--- src/hdl/hpbd_pkg.sv ---
// ============================================================================
// hpbd_pkg: shared types and constants for the hash prefix bucket distributor
// Default sizes, field widths, command codes and the result record that the
// back end hands to the top level.
// ============================================================================
package hpbd_pkg;

    localparam int BUCKETS_DEF = 1024;
    localparam int SLOTS_DEF   = 256;

    localparam int CFG_W        = 3;
    localparam int HASH_W       = 32;
    localparam int BUCKET_OUT_W = 10;
    localparam int SLOT_OUT_W   = 8;
    localparam int ADDR_OUT_W   = 18;

    // prefix (32 bits) times bucket count (up to 17 bits)
    localparam int PROD_W = 49;

    localparam logic [CFG_W-1:0] PREFIX_BYTES_RST = 3'd2;

    localparam logic CMD_INSERT = 1'b0;
    localparam logic CMD_CLEAR  = 1'b1;

    typedef struct packed {
        logic                    valid;
        logic [BUCKET_OUT_W-1:0] bucket_id;
        logic [SLOT_OUT_W-1:0]   slot_index;
        logic [ADDR_OUT_W-1:0]   write_address;
        logic                    stored;
    } result_t;

endpackage

--- src/hdl/hpbd_front.sv ---
// ============================================================================
// hpbd_front: front end of the bucket distributor
// Capture one command, cut the hash prefix, scale it to a bucket and push the
// classified beat into the queue.
// ============================================================================
module hpbd_front #(
    parameter int BUCKETS = hpbd_pkg::BUCKETS_DEF,
    parameter int AW      = 10
) (
    input  logic                         clk,
    input  logic                         rst_n,
    input  logic                         accept,
    input  logic                         command,
    input  logic [hpbd_pkg::HASH_W-1:0]  hash_head,
    input  logic [hpbd_pkg::CFG_W-1:0]   prefix_bytes,
    input  logic                         q_full,
    output logic                         push,
    output logic                         push_cmd,
    output logic [AW-1:0]                push_bucket,
    output logic                         front_busy
);

    logic                        valid_reg, valid_next;
    logic                        cmd_reg;
    logic [hpbd_pkg::HASH_W-1:0] prefix_reg, prefix_next;
    logic [1:0]                  pbc_reg, pbc_next;

    logic [hpbd_pkg::PROD_W-1:0] prod;
    logic [hpbd_pkg::PROD_W-1:0] shifted;

    // Saturate the byte count to 1..4, held as count minus one
    always_comb
    begin
        case (prefix_bytes) inside
            3'd0, 3'd1: pbc_next = 2'd0;
            3'd2:       pbc_next = 2'd1;
            3'd3:       pbc_next = 2'd2;
            default:    pbc_next = 2'd3;
        endcase
    end

    always_comb
    begin
        case (pbc_next)
            2'd0:    prefix_next = hash_head >> 24;
            2'd1:    prefix_next = hash_head >> 16;
            2'd2:    prefix_next = hash_head >> 8;
            default: prefix_next = hash_head;
        endcase
    end

    always_comb
    begin
        prod = hpbd_pkg::PROD_W'(prefix_reg) * hpbd_pkg::PROD_W'(BUCKETS);
        case (pbc_reg)
            2'd0:    shifted = prod >> 8;
            2'd1:    shifted = prod >> 16;
            2'd2:    shifted = prod >> 24;
            default: shifted = prod >> 32;
        endcase
        if (shifted >= hpbd_pkg::PROD_W'(BUCKETS - 1))
            push_bucket = AW'(BUCKETS - 1);
        else
            push_bucket = AW'(shifted);
    end

    assign push       = valid_reg && !q_full;
    assign push_cmd   = cmd_reg;
    assign front_busy = valid_reg;

    // Hold the beat until the queue takes it
    always_comb
    begin
        valid_next = valid_reg;
        if (push)
            valid_next = 1'b0;
        if (accept)
            valid_next = 1'b1;
    end

    always_ff @(posedge clk or negedge rst_n)
    begin
        if (!rst_n)
            valid_reg <= 1'b0;
        else
            valid_reg <= valid_next;
    end

    always_ff @(posedge clk)
    begin
        if (accept)
        begin
            cmd_reg    <= command;
            prefix_reg <= prefix_next;
            pbc_reg    <= pbc_next;
        end
    end

endmodule

--- config.mk ---
export PLATFORM = sky130hd
export DESIGN_NAME = hpbd_front
export DESIGN_NICKNAME = d
export VERILOG_FILES = /design/src/hdl/hpbd_pkg.sv /design/src/hdl/hpbd_front.sv
export SDC_FILE = /design/constraint.sdc
export NUM_CORES = 1
export LEC_CHECK = 0
export BUFFER_PORTS_ARGS = -buffer_cell sky130_fd_sc_hd__buf_2
export CAP_MARGIN = 40
export CORE_UTILIZATION = 54
export CTS_BUF_LIST = sky130_fd_sc_hd__clkbuf_16
export CTS_CLUSTER_SIZE = 16
export DETAILED_ROUTE_END_ITERATION = 12
export MAX_ROUTING_LAYER = met4
export PLACE_DENSITY = 0.85
export SLEW_MARGIN = 25
export SYNTH_ARGS = -nofsm -noshare
export SYNTH_HDL_FRONTEND = slang
export SYNTH_SLANG_ARGS = --single-unit
--- constraint.sdc ---
create_clock -name clk -period 1.65 [get_ports clk]
set_input_delay 0.2475 -clock clk [delete_from_list [all_inputs] [get_ports clk]]
set_output_delay 0.2475 -clock clk [all_outputs]
set_load 0.005 [all_outputs]
==> insert_results.sql <==
INSERT INTO impl_metrics (metric_group, metric, value, unit) VALUES
('yosys', 'synth-seq-cells', '36', ''),
('timing', 'final_min_period_over_clock_period', '125.4', '%'),
('die', 'rows', '23', ''),
('clock_tree', 'cts.sink_count', '36', ''),
('drt', 'vias_per_cell', '5.761', ''),
('critical_path', 'worst-endpoint-arrival', '1.82', 'ns'),
('clock_tree', 'cts_tree', 'done', ''),
('global_route', 'grt.total_usage', '26.80', '%'),
('drt', 'detailroute.via_count', '1907', ''),
('yosys', 'synth_nets', '248', ''),
('placement', 'detailedPlacementHpwl', '3.730', 'mm'),
('clock_tree', 'insertion_delay', '0.27', 'ns'),
('clock_tree', 'cts_buffer_depth', '2', ''),
('clock_tree', 'clock_tree.root_cell', 'sky130_fd_sc_hd__clkbuf_16', ''),
('clock_tree', 'cts.clk_slew.worst_paths', '0.05', 'ns'),
('yosys', 'yosys.area_share.simple', '17.11', '%'),
('timing', 'drv_slew', '0', ''),
('timing', 'setup_slack', '-0.4198', 'ns'),
('final_layout', 'mostFrequentLayoutCells', 'sky130_fd_sc_hd__buf_2, sky130_fd_sc_hd__nand2_1, sky130_fd_sc_hd__edfxtp_1, sky130_fd_sc_hd__o21ai_0, sky130_fd_sc_hd__buf_4', ''),
('power_and_ir_drop', 'vdd_ir_drop_max', '751.4', 'µV'),
('yosys', 'post_synth_fa_ha_maj_area_fraction', '0', '%'),
('yosys', 'synth.area.mux_share', '16.50', '%'),
('timing', 'total_count_of_hold_check_failures_in_the_final_report', '0', ''),
('final_layout', 'syn2layout_area_growth', '30.84', '%'),
('yosys', 'synthFlopType', 'sky130_fd_sc_hd__edfxtp_1', ''),
('placement', 'numPortBuffers', '52', ''),
('yosys', 'synth_area_per_cell', '10.86', 'µm²'),
('yosys', 'synthArstFlopShare', '2.778', '%'),
('die', 'core_area', '0.004000', 'mm²'),
('timing', 'grt_setup_unrepaired', 'true', ''),
('critical_path', 'timing.critical_path.slowest_cell_delay', '0.43', 'ns'),
('yosys', 'synth_cell_types', '37', ''),
('critical_path', 'timing.critical_path.required', '1.40', 'ns'),
('run_status', 'status', 'finished, violations left', ''),
('power_and_ir_drop', 'leakagePower', '1.156', 'nW'),
('drt', 'final_antenna_net_count', '0', ''),
('drt', 'routed_wirelength', '5.247', 'mm'),
('yosys', 'post_synth_xor_area_fraction', '0', '%'),
('min_path', 'worst_hold_path_type', 'in2reg', ''),
('yosys', 'register_area_share_after_synthesis', '47.62', '%'),
('placement', 'place_congestion', '0.7621', ''),
('die', 'die_y', '66.69', 'µm'),
('final_layout', 'layout_commonest_cell', 'sky130_fd_sc_hd__buf_2', ''),
('flow_run', 'maxCapViolCount', '0', ''),
('yosys', 'synth-edff-count', '35', ''),
('global_route', 'grt_pass1_wl', '8.273', 'mm'),
('critical_path', 'cp_cell_sequence', 'nor4_4 > buf_4 > buf_6 > nand4b_1 > nand2_1 > nand3_1 > buf_2', ''),
('placement', 'placed_cell_area', '0.002635', 'mm²'),
('global_route', 'grt_max_degree', '37', ''),
('clock_tree', 'htreeDepth', '2', ''),
('timing', 'layout_min_cycle_time', '2.070', 'ns'),
('timing', 'worst_slew_margin_rel', '71.92', '%'),
('yosys', 'ys_warn_count', '0', ''),
('drt', 'drtIter0Drc', '88', ''),
('timing', 'finalSetupViolations', '10', ''),
('final_layout', 'drive_gt1_share', '40.57', '%'),
('timing', 'tightestPinTransition', '0.4196', 'ns'),
('drt', 'drc', '0', ''),
('die', 'floorplan.initialDensity', '56.49', '%'),
('yosys', 'netlist_area', '0.002260', 'mm²'),
('power_and_ir_drop', 'power_density', '860.0', 'mW/mm²'),
('global_route', 'grt_overflow', '0', ''),
('final_layout', 'largest_register_ff_count', '32', ''),
('critical_path', 'cp_max_fo', '5', ''),
('run_status', 'failed_checks', 'setup timing', ''),
('yosys', 'largest_family_of_logic_cells_by_synthesized_area', 'simple AND/OR/NAND/NOR gates', ''),
('critical_path', 'cpLargestDelayFamily', 'simple AND/OR/NAND/NOR gates', ''),
('die', 'io_pins', '53', ''),
('final_layout', 'layout_net_count', '321', ''),
('critical_path', 'crit_path_launch_type', 'flip-flop', ''),
('final_layout', 'diodes', '0', '');
==> cell type report <==
class,count,area (µm²)
Inverter,1,3.754
Multi-Input combinational cell,160,1196
Clock inverter,2,8.758
Clock buffer,5,125.1
Tap cell,50,62.56
Fill cell,262,1044
Timing Repair Buffer,77,484.2
Sequential cell,36,1076
==> where the power goes <==
group          switching [mW]  total (mW)  internal, mW
clock                   0.308       0.848         0.540
combinational           0.259       0.520         0.261
sequential             0.0702        1.17          1.10
==> per-layer routing <==
metal / global-route usage (%) / part of all wire, %
met3: 4.795 / 4.8
met2: 41.92 / 51
met4: 12.23 / 1.3
met5: - / 0
met1: 33.93 / 43
==> Yosys cell counts (2+ instances only) <==
cell | instances | area (µm²)
sky130_fd_sc_hd__mux4_1 | 6 | 157.7
sky130_fd_sc_hd__nor2b_1 | 2 | 12.51
sky130_fd_sc_hd__a21o_1 | 2 | 15.01
sky130_fd_sc_hd__buf_2 | 3 | 15.01
sky130_fd_sc_hd__buf_6 | 2 | 22.52
sky130_fd_sc_hd__mux2_2 | 2 | 22.52
sky130_fd_sc_hd__nor2_1 | 3 | 11.26
sky130_fd_sc_hd__a22o_1 | 2 | 17.52
sky130_fd_sc_hd__and2_1 | 9 | 56.30
sky130_fd_sc_hd__nand3_1 | 9 | 45.04
sky130_fd_sc_hd__o21ai_0 | 34 | 170.2
sky130_fd_sc_hd__mux2i_1 | 17 | 170.2
sky130_fd_sc_hd__edfxtp_1 | 35 | 1051
sky130_fd_sc_hd__a211oi_1 | 8 | 60.06
sky130_fd_sc_hd__nor4_2 | 3 | 37.54
sky130_fd_sc_hd__nand2_1 | 42 | 157.7
sky130_fd_sc_hd__nor3_1 | 2 | 10.01
sky130_fd_sc_hd__clkbuf_1 | 8 | 30.03
==> path summary, 6_finish.rpt <==
kind | startpoint | end | slack (ns) | cells after the start
hold / removal | command | push_cmd | 0.15 | 1
min in group asynchronous | rst_n | front_busy | 0.28 | 2
setup reg to reg | front_busy | front_busy | 0.99 | 1
hold reg to reg | front_busy | front_busy | 0.52 | 1
max in group asynchronous | rst_n | front_busy | 1.28 | 2
setup / recovery | prefix_reg[22] | push_bucket[1] | -0.42 | 7
==> through the flow <==
step | util, % | hold WS [ns] | cells | setup WS [ns] | TNS, ns
3_3_place_gp | 65.87 | 0.02268 | 313 | -0.1092 | -0.9954
6_report | 73.91 | 0.1483 | 331 | -0.4198 | -4.076
3_5_place_dp | 65.87 | 0.02564 | 313 | -0.1996 | -1.706
2_1_floorplan | - | -0.04809 | 208 | 0.07027 | 0
5_1_grt | 73.91 | 0.1461 | 331 | -0.5211 | -5.128
4_1_cts | 73.32 | 0.1401 | 330 | -0.3780 | -3.702
==> cell families (layout without fill, tap and decap cells) <==
| logic type | after synthesis | count (layout) |
|---|---|---|
| AOI/OAI and AO/OA | 53 | 54 |
| buffers and inverters | 15 | 85 |
| DFF | 36 | 36 |
| muxes | 26 | 26 |
| and+or+nand+nor | 78 | 80 |
==> what timing repair did <==
item                                   4_1_cts  5_1_grt
gates resized for setup                     25        4
setup buffers                                7        0
endpoints found under the hold margin        1        0
hold buffers                                 1        0
setup endpoints to repair                   10       10
pin swaps                                   10        3
cloned                                       2        1
No activity file was read; power rests on OpenSTA's default activity.
