<file path="src/hdl/hpbd_queue.sv">
// ============================================================================
// hpbd_queue: two-entry queue between front and back
// Decouple the classifier from the fill-count update.
// ============================================================================
module hpbd_queue #(
    parameter int W = 11
) (
    input  logic         clk,
    input  logic         rst_n,
    input  logic         push,
    input  logic [W-1:0] push_data,
    input  logic         pop,
    output logic [W-1:0] pop_data,
    output logic         full,
    output logic         empty
);

    logic [W-1:0] entry_reg [2];
    logic         wr_ptr_reg, wr_ptr_next;
    logic         rd_ptr_reg, rd_ptr_next;
    logic [1:0]   count_reg, count_next;

    assign full     = (count_reg == 2'd2);
    assign empty    = (count_reg == 2'd0);
    assign pop_data = entry_reg[rd_ptr_reg];

    always_comb
    begin
        wr_ptr_next = push ? !wr_ptr_reg : wr_ptr_reg;
        rd_ptr_next = pop ? !rd_ptr_reg : rd_ptr_reg;
        count_next  = count_reg;
        if (push && !pop)
            count_next = count_reg + 2'd1;
        else if (pop && !push)
            count_next = count_reg - 2'd1;
    end

    always_ff @(posedge clk or negedge rst_n)
    begin
        if (!rst_n)
        begin
            wr_ptr_reg <= 1'b0;
            rd_ptr_reg <= 1'b0;
            count_reg  <= 2'd0;
        end
        else
        begin
            wr_ptr_reg <= wr_ptr_next;
            rd_ptr_reg <= rd_ptr_next;
            count_reg  <= count_next;
        end
    end

    always_ff @(posedge clk)
    begin
        if (push)
            entry_reg[wr_ptr_reg] <= push_data;
    end

endmodule

</file>
<file path="config.mk">
export PLATFORM = sky130hd
export DESIGN_NAME = hpbd_queue
export DESIGN_NICKNAME = d
export VERILOG_FILES = /design/src/hdl/hpbd_queue.sv
export SDC_FILE = /design/constraint.sdc
export NUM_CORES = 1
export LEC_CHECK = 0
export BUFFER_PORTS_ARGS = -buffer_cell sky130_fd_sc_hd__buf_2
export CORE_AREA = 2 2 45 67
export CTS_CLUSTER_DIAMETER = 200
export DETAILED_ROUTE_END_ITERATION = 16
export DIE_AREA = 0 0 47 69
export REMOVE_ABC_BUFFERS = 1
export SLEW_MARGIN = 0
export SYNTH_ARGS = -nofsm -noshare
export SYNTH_HDL_FRONTEND = slang
export SYNTH_SLANG_ARGS = --single-unit
</file>
<file path="constraint.sdc">
create_clock -name clk -period 1.9 [get_ports clk]
set_clock_uncertainty 0.15 [all_clocks]
set_input_delay 0.19 -clock clk [delete_from_list [all_inputs] [get_ports clk]]
set_output_delay 0.19 -clock clk [all_outputs]
set_load 0.02 [all_outputs]
</file>
==> results of run 1 <==
==> worst max-delay path, stage by stage, from the launching register on <==
cell and delay [ps]:
dfrtp_1 470, buf_4 250, mux2_4 310, buf_2 160
==> through the flow <==
stage	cells	power [W]	hold WS (ps)	util [%]	setup slack, ps
after global placement	115	0.00151	-146	45.5	423
after detailed placement	115	0.00153	-145	45.5	387
after floorplan	49	0.00132	-256	-	451
final	133	0.00182	122	52.5	117
after global routing	133	0.00191	129	52.5	26.7
after CTS	133	0.00185	101	52.5	99.3
==> routing by layer <==
metal  share of wire, %  GRT usage [%]  vias to the layer above
met2                 58           18.9                       19
met4                1.1           5.56                        0
met5                  0              0                        -
met3                4.0           1.57                        2
met1                 37           11.9                      266
li1                   -              -                      277
==> cells by family after synthesis <==
| group | synth area share, % |
|---|---|
| xor+xnor | 4.30 |
| fa+ha+maj | 1.23 |
| buf+inv | 1.47 |
| flops | 74.7 |
| mux | 15.5 |
| simple gates | 2.83 |
==> how the worst max path moves through the flow <==
| stage | end | slack (ps) | cells after the start |
|---|---|---|---|
| after CTS | pop_data[5] | 100 | 3 |
| after global routing | pop_data[0] | 30 | 3 |
| final | pop_data[5] | 120 | 3 |
| after global placement | pop_data[5] | 420 | 3 |
| after detailed placement | pop_data[5] | 390 | 3 |
| after floorplan | entry_reg[0][0] | 450 | 1 |
==> repair_timing <==
| action | CTS | global route |
|---|---|---|
| gates resized for setup | 0 | 0 |
| endpoints found under the hold margin | 28 | 0 |
| hold buffers | 14 | 0 |
| buffers inserted | 0 | 0 |
==> power groups by stage <==
stage / sequential [W] / combinational, W / clock (W)
floorplan: 0.000874 / 0.000447 / 0
finish: 0.000846 / 0.000679 / 0.000300
detailed placement: 0.000859 / 0.000671 / 0
global route: 0.000866 / 0.000720 / 0.000328
CTS: 0.000848 / 0.000692 / 0.000305
global placement: 0.000850 / 0.000664 / 0
==> placed cells by master (no fill, tap or decap), types with 2 or more instances in the layout <==
cell and n:
nor2_1 2, xor2_1 4, buf_4 2, buf_2 27
edfxtp_1 22, mux2_4 9, dfrtp_1 4, mux2_2 2
dlygate4sd3_1 14, clkbuf_8 3
==> layout make-up <==
class                   instances  area share [%]
flip-flops and latches         26            54.8
repair buffers                 43            20.9
multi-input cells              22            17.5
well taps                      37            3.33
clock buffers                   3            2.97
clock inverters                 1           0.270
inverters                       1           0.270
==> results.sh, run 1 <==
export IMPL_pwr_share_seq_pct=46.4
export IMPL_drive_gt1_share_pct=45.8
export IMPL_grt_overflow_total=0
export IMPL_finalWirelength_mm=1.61
export IMPL_drc_errors=0
export IMPL_cts_tree="built"
export IMPL_grt_max_degree=15
export IMPL_ctsHtreeMaxLevel=1
export IMPL_clk_latency_ps=260
export IMPL_maxCapViolCount=0
export IMPL_gp_congestion=0.642
export IMPL_dieArea_um2=3240
export IMPL_cts_made_buffers=3
export IMPL_reg2regPathDepth=2
export IMPL_routedWlPerCell_um=12.1
export IMPL_setup_viol=0
export IMPL_antenna_left=0
export IMPL_worstMarginPinSlew_ps=542
export IMPL_area_delta_synth_final_pct=36.4
export IMPL_grt_pass1_vias=556
export IMPL_swShare_pct=31.7
export IMPL_clockRootBuffer="clkbuf_8"
export IMPL_fin_crit_ps=1780
export IMPL_via_count=564
export IMPL_dr_first_iter_drc_count=6
export IMPL_via_per_inst=4.24
export IMPL_antenna_found_initial=0
export IMPL_dp_hpwl_mm=1.14
export IMPL_crit_type="reg -> out"
export IMPL_setup_tns_ps=0
export IMPL_power_per_cell_area_nw_per_um2=1310
export IMPL_max_freq_ghz=0.561
export IMPL_netlist_instances=50
export IMPL_pin_count=28
export IMPL_synth_seq_cells=26
export IMPL_dieHeight_um=69
export IMPL_ys_seq_area_share_pct=74.7
export IMPL_synth_most_common_cell="edfxtp_1"
export IMPL_synth_flop_cell="edfxtp_1"
export IMPL_clkSlewWorstSetupHoldPaths_ps=80
export IMPL_ys_warn_count=0
export IMPL_final_area_um2=1390
export IMPL_cts_sinks=26
export IMPL_synth_area_leaders="edfxtp_1, mux2_4, dfrtp_1, xor2_1, mux2_2"
export IMPL_power_frac_clock_pct=16.4
export IMPL_worstSetupStartpoint="rd_ptr_reg"
export IMPL_core_area_um2=2650
export IMPL_ys_top_cells_by_count="edfxtp_1, mux2_4, dfrtp_1, xor2_1"
export IMPL_switching_power_w=0.000579
export IMPL_worstPathRequired_ps=1560
export IMPL_rsz0062_at_grt="no"
export IMPL_io_buffer_count=27
export IMPL_pwr_share_comb_pct=37.2
export IMPL_drv_slew=0
export IMPL_cp_end_kind="output pin"
export IMPL_post_route_period_util_pct=93.8
export IMPL_largest_reg_flops=22
export IMPL_num_rows=23
export IMPL_p_int_w=0.00125
export IMPL_worstReg2RegStart="wr_ptr_reg"
export IMPL_peakVddDrop_v=0.000917
export IMPL_track_usage_pct=10.9
export IMPL_nFillCells=247
export IMPL_crit_path_start_kind="register"
export IMPL_dr_pass1_iters=4
export IMPL_seqCellArea_um2=761
export IMPL_num_antenna_cells=0
export IMPL_cts_buffer_depth=2
export IMPL_synth_top_cell_area_share_pct=64.9
export IMPL_ys_async_sr_fraction_pct=15.4
export IMPL_hp_class="in -> async"
export IMPL_ff2ff_setup_slack_ps=510
export IMPL_slew_headroom_pct=63.9
export IMPL_critPathArrivalTime_ps=1440
export IMPL_nets=113
export IMPL_power_leakage_nw=0.582
export IMPL_die_w_um=47
export IMPL_yosysTopAreaCell="edfxtp_1"
export IMPL_placed_area_um2=1200
export IMPL_synth_edf_count=22
export IMPL_cp_max_fo=8
export IMPL_netlist_area_um2=1020
export IMPL_initial_core_util_pct=38.5
export IMPL_finalHoldViolations=0
export IMPL_multi_input_area_um2=243
export IMPL_synth_avg_cell_area_um2=20.4
export IMPL_ys_types=13
export IMPL_timing_rr_end="entry_reg[0][8]"
export IMPL_grt_pass1_wl_mm=2.50
export IMPL_status="completed"
(Power assumes the default switching activity.)
==> run 2: changes to the inputs <==
--- a/config.mk
+++ b/config.mk
@@ -7,7 +7,8 @@
 export LEC_CHECK = 0
-export BUFFER_PORTS_ARGS = -buffer_cell sky130_fd_sc_hd__buf_2
-export CORE_AREA = 2 2 45 67
+export ABC_AREA = 1
+export BUFFER_PORTS_ARGS = -buffer_cell sky130_fd_sc_hd__buf_4
+export CORE_AREA = 2 2 45 68
 export CTS_CLUSTER_DIAMETER = 200
 export DETAILED_ROUTE_END_ITERATION = 16
-export DIE_AREA = 0 0 47 69
+export DIE_AREA = 0 0 47 70
 export REMOVE_ABC_BUFFERS = 1
==> constraint.sdc (replaced) <==
create_clock -name clk -period 1.9 [get_ports clk]
set_clock_uncertainty 0.15 [all_clocks]
set_input_delay 0.38 -clock clk [delete_from_list [all_inputs] [get_ports clk]]
set_output_delay 0.38 -clock clk [all_outputs]
set_load 0.02 [all_outputs]
==> run 2 against run 1 <==
Synthesized area grew 1.7%. Final cell count shrank 0.75%. Power grew 5.9%. Global-route usage grew 0.12 points. Critical endpoint is now pop_data[2].
==> results.sh, run 2 <==
export IMPL_routedWlPerCell_um=11.8
export IMPL_cts_tree="built"
export IMPL_via_per_inst=4.20
export IMPL_use_met2_pct=19.6
export IMPL_use_met1_pct=11.3
export IMPL_track_usage_pct=11.0
export IMPL_finalHoldViolations=0
export IMPL_worstHoldStart="push_data[2]"
export IMPL_grt_max_degree=15
export IMPL_power_leakage_nw=0.590
export IMPL_power_per_cell_area_nw_per_um2=1410
export IMPL_crit_chain="buf_12, mux2_2, buf_4"
export IMPL_clk_latency_ps=260
export IMPL_pin_count=28
export IMPL_ys_types=13
export IMPL_synth_top_cell_area_share_pct=63.8
export IMPL_via_count=555
export IMPL_grt_pass1_vias=593
export IMPL_dieHeight_um=70
export IMPL_num_antenna_cells=0
export IMPL_core_area_um2=2760
export IMPL_hold_path_cell_count=1
export IMPL_drc_errors=0
export IMPL_nets=110
export IMPL_dieArea_um2=3290
export IMPL_crit_buf_inv=2
export IMPL_pre_cts_ws_ps=301
export IMPL_cts_sinks=26
export IMPL_synth_seq_cells=26
export IMPL_worstPathRequired_ps=1370
export IMPL_critPathSlowestCell="dfrtp_1"
export IMPL_slew_headroom_pct=70.8
export IMPL_cts_buffer_depth=2
export IMPL_nFillCells=255
export IMPL_hp_class="in -> reg"
export IMPL_dr_first_iter_drc_count=7
export IMPL_rsz0062_at_grt="no"
export IMPL_die_w_um=47
export IMPL_synth_area_leaders="edfxtp_1, mux2_4, dfrtp_1, inv_1, mux2_2"
export IMPL_cp_end_kind="output pin"
export IMPL_clkSlewWorstSetupHoldPaths_ps=80
export IMPL_crit_type="reg -> out"
export IMPL_layout_common_cells="buf_4, edfxtp_1, mux2_4, inv_1, nand2_1"
export IMPL_peakVddDrop_v=0.000803
export IMPL_area_delta_synth_final_pct=31.9
export IMPL_num_rows=24
export IMPL_dp_cells=126
export IMPL_worstReg2RegStart="wr_ptr_reg"
export IMPL_synth_avg_cell_area_um2=17.6
export IMPL_timing_rr_end="entry_reg[0][0]"
export IMPL_drv_slew=0
export IMPL_antenna_left=0
export IMPL_status="completed"
export IMPL_reg2regPathDepth=2
export IMPL_cp_max_fo=11
export IMPL_setup_tns_ps=0
export IMPL_synth_edf_count=22
export IMPL_cp_top_family="flip-flops"
export IMPL_fin_crit_ps=1850
export IMPL_synth_most_common_cell="edfxtp_1"
export IMPL_ff2ff_setup_slack_ps=550
export IMPL_finalHoldWorstSlack_ps=151
export IMPL_setup_viol=0
export IMPL_dr_pass1_iters=3
export IMPL_finalWirelength_mm=1.56
export IMPL_netlist_area_um2=1040
export IMPL_layout_commonest_cell="buf_4"
export IMPL_ys_warn_count=0
export IMPL_grt_busiest_layer="met2"
export IMPL_grt_overflow_total=0
export IMPL_largest_reg_flops=22
export IMPL_ys_top_cells_by_count="edfxtp_1, mux2_4, inv_1"
export IMPL_hold_path_end="entry_reg[0][2]"
export IMPL_use_met3_pct=1.03
export IMPL_ys_seq_area_share_pct=73.4
export IMPL_gp_congestion=0.631
export IMPL_max_stage_delay_ps=390
export IMPL_dp_hpwl_mm=1.22
export IMPL_ys_async_sr_fraction_pct=15.4
export IMPL_netlist_instances=59
export IMPL_grt_pass1_wl_mm=2.59
export IMPL_stdcell_count=132
export IMPL_synth_flop_cell="edfxtp_1"
export IMPL_crit_path_start_kind="register"
export IMPL_io_buffer_count=27
export IMPL_drive_gt1_share_pct=47.3
export IMPL_post_cts_resized=0
export IMPL_initial_core_util_pct=37.5
export IMPL_yosysTopAreaCell="edfxtp_1"
export IMPL_worstMarginPinSlew_ps=437
export IMPL_max_freq_ghz=0.541
export IMPL_cts_made_buffers=3
export IMPL_critPathArrivalTime_ps=1320
export IMPL_layout_setup_ws_ps=51.2
export IMPL_antenna_found_initial=0
export IMPL_ctsHtreeMaxLevel=1
export IMPL_post_route_period_util_pct=97.3
export IMPL_clockRootBuffer="clkbuf_8"
export IMPL_maxCapViolCount=0
export IMPL_worstSetupStartpoint="rd_ptr_reg"
run 2: changes by cell type in the layout (fill, tap and decap cells not counted):
| cell | change |
|---|---|
| buf_2 | -27 |
| buf_4 | +27 |
| dlygate4sd3_1 | -13 |
| inv_1 | +6 |
| nand2_1 | +5 |
| xor2_1 | -2 |
| and2_1 | -1 |
| and2b_2 | -1 |
| buf_12 | +1 |
| nand3_1 | +1 |
| nand4_1 | +1 |
| nor2_1 | +1 |
| nor2b_1 | -1 |
run 2: repair_timing:
| action | in CTS | in global routing |
|---|---|---|
| hold buffers | 1 | 0 |
| setup endpoints to repair | 0 | 2 |
| buffers inserted | 0 | 1 |
| hold endpoints to repair | 4 | 0 |
run 2: report_power, final:
part	switching [W]	total, W	internal (W)
Clock	0.000150	0.000294	0.000144
Combinational	0.000384	0.000804	0.000420
Sequential	0.0000643	0.000834	0.000770
run 2: stage by stage:
step           power (W)  instance area [µm²]  utilization [%]
3_3_place_gp     0.00163                 1300             47.2
6_report         0.00193                 1370             49.5
3_5_place_dp     0.00165                 1300             47.2
5_1_grt          0.00204                 1370             49.5
2_1_floorplan    0.00132                 1020                -
4_1_cts          0.00195                 1360             49.2
run 2: area by class of cell:
cell class                 count  area (µm²)  area share [%]
multi-input combinational     25         238            17.4
sequential                    26         761            55.7
tap                           39        48.8            3.57
timing repair buffer          31         248            18.1
inverter                       7        26.3            1.92
clock inverter                 1        3.75           0.275
clock buffer                   3        41.3            3.02
run 2: kinds of logic (layout without fill, tap and decap cells):
| family | after synthesis | count (layout) | share of synthesized area [%] |
|---|---|---|---|
| fa+ha+maj | 1 | 1 | 1.21 |
| flops | 26 | 26 | 73.4 |
| mux | 11 | 11 | 15.2 |
| xor+xnor | 3 | 3 | 2.54 |
| simple gates | 10 | 10 | 3.99 |
| buf+inv | 8 | 42 | 3.62 |
run 2: worst max path at each step:
stage / end / depth (start not counted)
2_1_floorplan: pop_data[2] / 1
3_3_place_gp: pop_data[2] / 3
3_5_place_dp: pop_data[2] / 3
4_1_cts: pop_data[2] / 3
5_1_grt: pop_data[2] / 3
6_report: pop_data[2] / 3
run 2: routing by layer:
metal	routed length [µm]	up-vias
met5	0	-
met4	29	0
met3	60	2
met2	937	14
met1	531	264
li1	-	275
==> run 3: changes to the inputs <==
CORE_AREA = 2 2 49 62   (was 2 2 45 68)
DIE_AREA = 0 0 51 64   (was 0 0 47 70)
==> run 3 against run 2 <==
Combinational power increased by 9.8%. Maximum frequency increased by 0.38%. Non-clock buffer count unchanged. Core utilization increased by 2.7 points.
==> results.sh, run 3 (same netlist as run 2, synthesis figures left out) <==
export IMPL_placed_area_um2=1290
export IMPL_nFillCells=237
export IMPL_cts_made_buffers=3
export IMPL_largest_reg_flops=22
export IMPL_grt_pass1_vias=542
export IMPL_layout_commonest_cell="edfxtp_1"
export IMPL_via_count=558
export IMPL_grt_overflow_total=0
export IMPL_clkSlewWorstSetupHoldPaths_ps=130
export IMPL_max_freq_ghz=0.543
export IMPL_dieHeight_um=64
export IMPL_critPathSlowestCell="dfrtp_1"
export IMPL_clk_latency_ps=300
export IMPL_hp_class="in -> reg"
export IMPL_setup_viol=0
export IMPL_stdcell_count=127
export IMPL_power_per_cell_area_nw_per_um2=1400
export IMPL_track_usage_pct=9.62
export IMPL_crit_buf_inv=2
export IMPL_pre_cts_ws_ps=374
export IMPL_worstMarginPinSlew_ps=441
export IMPL_hold_path_cell_count=2
export IMPL_crit_type="reg -> out"
export IMPL_gp_congestion=0.607
export IMPL_hold_path_end="rd_ptr_reg"
export IMPL_layout_common_cells="edfxtp_1, buf_4, buf_6, mux2_4, inv_1"
export IMPL_peakVddDrop_v=0.000590
export IMPL_crit_path_start_kind="register"
export IMPL_cts_setup_buffers=0
export IMPL_maxCapViolCount=0
export IMPL_dp_cells=122
export IMPL_antenna_found_initial=0
export IMPL_grt_max_degree=15
export IMPL_ctsHtreeMaxLevel=1
export IMPL_drive_gt1_share_pct=47.3
export IMPL_power_leakage_nw=0.602
export IMPL_initial_core_util_pct=39.0
export IMPL_via_per_inst=4.39
export IMPL_final_area_um2=1390
export IMPL_drc_errors=0
export IMPL_cp_max_fo=7
export IMPL_rsz0062_at_grt="yes"
export IMPL_antenna_left=0
export IMPL_timing_rr_end="entry_reg[1][3]"
export IMPL_grt_pass1_wl_mm=2.33
export IMPL_layout_setup_ws_ps=58.1
export IMPL_core_area_um2=2650
export IMPL_ff2ff_setup_slack_ps=620
export IMPL_crit_chain="buf_6, mux2_4, buf_6"
export IMPL_post_route_period_util_pct=96.9
export IMPL_dr_first_iter_drc_count=14
export IMPL_nets=110
export IMPL_worstReg2RegStart="wr_ptr_reg"
export IMPL_path_common_cell="buf_6"
export IMPL_cts_sinks=26
export IMPL_dr_pass1_iters=4
export IMPL_utilization_pct=52.2
export IMPL_finalWirelength_mm=1.45
export IMPL_slew_headroom_pct=70.6
export IMPL_cp_end_kind="output pin"
export IMPL_pin_count=28
export IMPL_status="completed"
export IMPL_io_buffer_count=27
export IMPL_critPathArrivalTime_ps=1310
export IMPL_worstHoldStart="pop"
export IMPL_die_w_um=51
export IMPL_max_stage_delay_ps=420
export IMPL_cp_top_family="flip-flops"
export IMPL_cts_buffer_depth=2
export IMPL_p_total_w=0.00194
export IMPL_num_rows=21
export IMPL_clockRootBuffer="clkbuf_4"
export IMPL_routedWlPerCell_um=11.4
export IMPL_worstPathRequired_ps=1370
export IMPL_dieArea_um2=3260
export IMPL_fin_crit_ps=1840
export IMPL_area_delta_synth_final_pct=33.7
export IMPL_num_antenna_cells=0
export IMPL_finalHoldViolations=0
export IMPL_drv_slew=0
export IMPL_reg2regPathDepth=2
export IMPL_cts_tree="built"
## run 3: worst max path at each step
stage	slack, ps	startpoint	to	cells after the start
2_1_floorplan	270	rd_ptr_reg	pop_data[2]	1
6_report	60	rd_ptr_reg	pop_data[0]	3
5_1_grt	-20	rd_ptr_reg	pop_data[3]	3
3_3_place_gp	370	rd_ptr_reg	pop_data[2]	3
3_5_place_dp	370	rd_ptr_reg	pop_data[2]	3
4_1_cts	1	rd_ptr_reg	pop_data[2]	3
## run 3: stage by stage
stage | hold WS, ps | setup TNS (ps)
floorplan | -65.6 | 0
global placement | 29.4 | 0
detailed placement | 30.7 | 0
CTS | 78.8 | 0
global route | 71.9 | -123
finish | 92.7 | 0
## run 3: cell type report
cell class	instances	area [µm²]	area share, %
Clock buffer	4	26.3	1.90
Tap cell	34	42.5	3.07
Sequential cell	26	761	54.9
Multi-Input combinational cell	25	245	17.7
Timing Repair Buffer	31	284	20.5
Inverter	7	26.3	1.90
## run 3: worst reg2reg max path, stage by stage (launching register included)
cell     delay (ps)
dfrtp_1         400
nand2_1          60
inv_1           330
## run 3: power by group
part	leakage, nW	internal (W)	switching, W
logic	0.333	0.000478	0.000405
clock network	0.0150	0.0000818	0.000145
registers	0.254	0.000769	0.0000613
## run 3: what timing repair did
item | in CTS | in global routing
resized for setup | 0 | 15
endpoints found under the hold margin | 4 | 0
setup endpoints to repair | 0 | 11
hold buffers | 1 | 0
## run 3: routing by layer
| layer | GRT usage [%] | vias to the layer above | part of all wire, % |
|---|---|---|---|
| li1 | - | 274 | - |
| met1 | 11.8 | 261 | 42 |
| met2 | 15.9 | 21 | 52 |
| met3 | 2.34 | 2 | 5.3 |
| met4 | 4.05 | 0 | 0.83 |
| met5 | 0 | - | 0 |
